[src/hdl/gha_pkg.sv]
// ============================================================================
// gha_pkg
// Shared types and codes for the generational handle allocator.
// ============================================================================
package gha_pkg;

    localparam int GEN_W     = 24;
    localparam int KIND_W    = 8;
    localparam int OWNER_W   = 64;
    localparam int HANDLE_W  = 64;
    localparam int FIELD_W   = 32;
    localparam int Q_DEPTH   = 2;

    typedef logic [1:0] t_cmd;
    localparam t_cmd CMD_ALLOC   = 2'd0;
    localparam t_cmd CMD_RELEASE = 2'd1;
    localparam t_cmd CMD_RESOLVE = 2'd2;

    typedef logic [1:0] t_status;
    localparam t_status ST_DONE   = 2'd0;
    localparam t_status ST_REJECT = 2'd1;
    localparam t_status ST_FULL   = 2'd2;

    typedef enum logic [1:0] {
        OP_ALLOC,
        OP_RELEASE,
        OP_RESOLVE,
        OP_REJECT
    } t_op;

    typedef struct packed {
        t_op                 op;
        logic [FIELD_W-1:0]  idx;
        logic [GEN_W-1:0]    gen;
        logic [KIND_W-1:0]   kind;
        logic [OWNER_W-1:0]  owner;
    } t_cmd_word;

    typedef struct packed {
        logic [OWNER_W-1:0]  owner;
        logic [GEN_W-1:0]    gen;
        logic [KIND_W-1:0]   kind;
        logic                busy;
    } t_slot_word;

    typedef enum logic {
        BK_IDLE,
        BK_EXEC
    } t_back_state;

endpackage

[src/hdl/gha_front.sv]
// ============================================================================
// gha_front
// Command intake: classifies each word and queues it for the back end.
// ============================================================================
module gha_front (
    input  logic                   i_clk,
    input  logic                   i_rst_n,
    input  logic [7:0]             i_reserved_kind,
    input  logic                   i_in_valid,
    output logic                   o_in_stall,
    input  gha_pkg::t_cmd          i_cmd,
    input  logic [63:0]            i_handle_in,
    input  logic [7:0]             i_kind,
    input  logic [63:0]            i_owner_in,
    output logic                   o_q_valid,
    output gha_pkg::t_cmd_word     o_q_word,
    input  logic                   i_q_pop
);
    import gha_pkg::*;

    localparam int PTR_W = $clog2(Q_DEPTH);
    localparam int CNT_W = $clog2(Q_DEPTH + 1);

    t_cmd_word            r_q [Q_DEPTH];
    logic [PTR_W-1:0]     r_wr_ptr;
    logic [PTR_W-1:0]     r_rd_ptr;
    logic [CNT_W-1:0]     r_count;
    t_cmd_word            in_word;
    logic                 handle_ok;
    logic                 push;

    always_comb begin
        handle_ok      = (i_handle_in[FIELD_W-1:0] != '0) &&
                         (i_handle_in[63:56] == i_kind);
        in_word.idx    = i_handle_in[FIELD_W-1:0];
        in_word.gen    = i_handle_in[55:32];
        in_word.kind   = i_kind;
        in_word.owner  = i_owner_in;
        unique case (i_cmd)
            CMD_ALLOC: begin
                in_word.op = (i_owner_in != '0 && i_kind != i_reserved_kind)
                             ? OP_ALLOC : OP_REJECT;
            end
            CMD_RELEASE: begin
                in_word.op = handle_ok ? OP_RELEASE : OP_REJECT;
            end
            CMD_RESOLVE: begin
                in_word.op = handle_ok ? OP_RESOLVE : OP_REJECT;
            end
            default: begin
                in_word.op = OP_REJECT;
            end
        endcase
    end

    assign o_in_stall = (r_count == CNT_W'(Q_DEPTH));
    assign push       = i_in_valid && !o_in_stall;
    assign o_q_valid  = (r_count != '0);
    assign o_q_word   = r_q[r_rd_ptr];

    always_ff @(posedge i_clk) begin
        if (push) begin
            r_q[r_wr_ptr] <= in_word;
        end
    end

    always_ff @(posedge i_clk) begin
        if (!i_rst_n) begin
            r_wr_ptr <= '0;
            r_rd_ptr <= '0;
            r_count  <= '0;
        end else begin
            if (push) begin
                r_wr_ptr <= r_wr_ptr + PTR_W'(1);
            end
            if (i_q_pop) begin
                r_rd_ptr <= r_rd_ptr + PTR_W'(1);
            end
            case ({push, i_q_pop})
                2'b10:   r_count <= r_count + CNT_W'(1);
                2'b01:   r_count <= r_count - CNT_W'(1);
                default: r_count <= r_count;
            endcase
        end
    end

endmodule

[config.mk]
export PLATFORM = sky130hd
export DESIGN_NAME = gha_front
export DESIGN_NICKNAME = d
export VERILOG_FILES = /design/src/hdl/gha_pkg.sv /design/src/hdl/gha_front.sv
export SDC_FILE = /design/constraint.sdc
export NUM_CORES = 1
export LEC_CHECK = 0
export BUFFER_PORTS_ARGS = -buffer_cell sky130_fd_sc_hd__buf_2
export CORE_UTILIZATION = 47
export CTS_CLUSTER_DIAMETER = 50
export DETAILED_ROUTE_END_ITERATION = 12
export PLACE_DENSITY = 0.87
export SYNTH_ARGS = -nofsm -noshare
export SYNTH_HDL_FRONTEND = slang
export SYNTH_SLANG_ARGS = --single-unit
[constraint.sdc]
create_clock -name i_clk -period 6.5 [get_ports i_clk]
set_input_delay 0.325 -clock i_clk [delete_from_list [all_inputs] [get_ports i_clk]]
set_output_delay 0.325 -clock i_clk [all_outputs]
set_load 0.005 [all_outputs]
==> flow_summary.ini <==
[status]
status = complete, no violations

[critical_path]
critPathTopFamily = buffers and inverters
slowest_delay_ns = 0.86
cp_slowest_cell = dfxtp_4
critPathKind = register to primary output
path_depth = 3
reg2reg_slack_ns = 3.73
crit_required_ns = 6.17
end_kind = primary output
crit_buf_inv = 2
crit_chain = buf_4 > mux2_2 > buf_2
regToRegStartpoint = r_count[0]
worstSetupStartpointType = register
crit_fanout = 72
critPathCapture = o_q_word[107]
reg2reg_to = r_q[0][27]
r2r_cells = 5
arrival_ns = 2.96

[global_route]
grt_busiest_layer = met2
grt.met3_usage_pct = 4.54
grt-ovfl-total = 0
grt_pass1_vias = 6397
grt_use_met2_pct = 37.8
grt_use_met1_pct = 23.9
grt_max_degree = 73
grtUsageTotal_pct = 20.7
antenna_found_initial = 0
grt_pass1_wl_mm = 34.6

[finish]
num_antenna_cells = 0
mostFrequentLayoutCell = buf_2
post-route-util_pct = 66.9
final_cell_mix = 281 x buf_2, 260 x edfxtp_1, 130 x mux2_2
areaGrowthSynthToFinish_pct = 37.6
drive_above_1_share_pct = 50.7
final_cell_area_sq_um = 13700
nets = 1045
n_fill_cell = 1305
final_cell_count_no_fill = 1187

[power_and_ir_drop]
p_per_area_nw_per_um2 = 315
leakagePower_nw = 5.16
vdd_drop_max_uv = 307

[yosys]
synth_top_area_share_pct = 78.3
yosysWarnings = 0
synth_top_cell_by_area = edfxtp_1
syn_inst = 484
synthTopCellsByArea = edfxtp_1 78%, mux2_2 15%, nor4_1 1.7%, xor2_1 1.5%, dfxtp_1 1.0%
syn_avg_cell_area_sq_um = 20.6
synth_nets = 635
synth.distinct_cells = 26
synth-seq-cells = 265
netlist_area_sq_um = 9970
synth-seq-area-share_pct = 79.3

[die]
rows = 52
die-area_sq_um = 21800
die_x_um = 148
die_h_um = 148
core_area_sq_um = 20500
boundaryPins = 282
start_util_pct = 48.6

[sta]
min_period_ns = 3.28
hold_viol = 0
clock.fmax_ghz = 0.305
rsz0062_at_grt = no
slew_headroom_pct = 36.7
slew_violations = 0
period_share_pct = 50.5
finalSetupTns_ns = 0
whs_ns = 0.0220
clock_skew_ns = 0.0281
worstMarginPinSlew_ns = 0.949
finalSetupViolations = 0

[place]
port_buffers = 281
dpl_cell_area_sq_um = 11700
hpwl_mm = 13.6
dp.cells = 1025
gp_congestion = 0.780

[detailed_routing]
num_vias = 6106
dr.pass1.iters = 5
wl_mm = 23.2
wl_per_cell_um = 19.5
drtAntennaViolNets = 0
drc = 0
drtIter0Drc = 354
routed_via_density = 5.14

[clock_tree]
cts_sinks = 265
clockBufferDepth = 3
htree_num_levels = 1
cts_buffers = 29
clkTransAtPathRegs_ns = 0.06
cts_tree = yes
cts_setup_buffers = 0
ctsRootBufferMaster = clkbuf_16
clk-insertion-delay-late_ns = 0.54

[worst_hold_path]
hp-class = input port to register

[flow_run]
drv_cap = 0
[final cells by class]
| class | instances | area, sq um | share of cell area (%) |
|---|---|---|---|
| tap | 270 | 338 | 2.46 |
| clock buffer | 40 | 797 | 5.81 |
| multi-input combinational | 202 | 2000 | 14.5 |
| clock inverter | 14 | 148 | 1.08 |
| timing repair buffer | 393 | 2520 | 18.4 |
| inverter | 3 | 11.3 | 0.0821 |
| sequential | 265 | 7910 | 57.7 |
[cell usage after synthesis (all sizes together)]
| cell | n |
|---|---|
| a211oi | 1 |
| a21boi | 1 |
| a32oi | 2 |
| and2 | 4 |
| and3 | 1 |
| buf | 13 |
| clkbuf | 1 |
| dfxtp | 5 |
| edfxtp | 260 |
| ha | 1 |
| inv | 3 |
| mux2 | 130 |
| nand2 | 1 |
| nand2b | 1 |
| nand4 | 6 |
| nor2 | 1 |
| nor4 | 28 |
| o211a | 1 |
| o21ai | 1 |
| or2 | 1 |
| or3 | 1 |
| or4 | 1 |
| xnor2 | 3 |
| xor2 | 17 |
[flip-flops by register name, summed over array words and instances, names as in the netlist, named ones only]
signal,cells
r_q,260
r_count,2
r_wr_ptr,1
r_rd_ptr,1
[power by group]
group / total [mW] / switching, mW / internal [mW]
clock network: 1.59 / 0.643 / 0.943
logic: 0.584 / 0.295 / 0.289
registers: 2.15 / 0.0572 / 2.09
total: 4.32 / 0.995 / 3.32
[worst min-delay path by stage]
stage / startpoint / to / slack (ns) / cells after the start
after floorplan: i_owner_in[0] / r_q[0][0] / 0.42 / 0
after detailed placement: r_count[1] / r_count[1] / 0.49 / 2
after CTS: i_handle_in[31] / r_q[1][127] / 0.00003 / 1
final: i_owner_in[2] / r_q[1][2] / 0.02 / 1
after global routing: i_handle_in[18] / r_q[0][114] / 0.006 / 1
after global placement: r_count[1] / r_count[1] / 0.49 / 2
[kinds of logic (layout without fill, tap and decap cells)]
kind of cell | count (synthesis) | count (layout) | share of synthesized area [%]
compound gates | 6 | 6 | 0.477
simple gates | 45 | 45 | 2.85
flops | 265 | 265 | 79.3
mux | 130 | 130 | 14.7
xor+xnor | 20 | 20 | 1.76
buf+inv | 17 | 450 | 0.766
fa+ha+maj | 1 | 1 | 0.126
[stage by stage]
step                worst slack [ns]  total power, mW
detailed placement              3.73             2.71
floorplan                       2.06             2.45
CTS                             3.20             4.33
global route                    3.05             4.47
global placement                3.75             2.68
finish                          3.22             4.32
[routing by layer]
| metal | vias to the layer above | part of all wire [%] |
|---|---|---|
| met5 | - | 0 |
| met4 | 0 | 3.3 |
| met3 | 57 | 7.1 |
| met2 | 282 | 53 |
| met1 | 2990 | 37 |
| li1 | 2777 | - |
[repair_timing]
item	4_1_cts	5_1_grt
hold buffers	101	7
resized for setup	0	0
endpoints found under the hold margin	201	12
No activity file was read; power rests on OpenSTA's default activity.
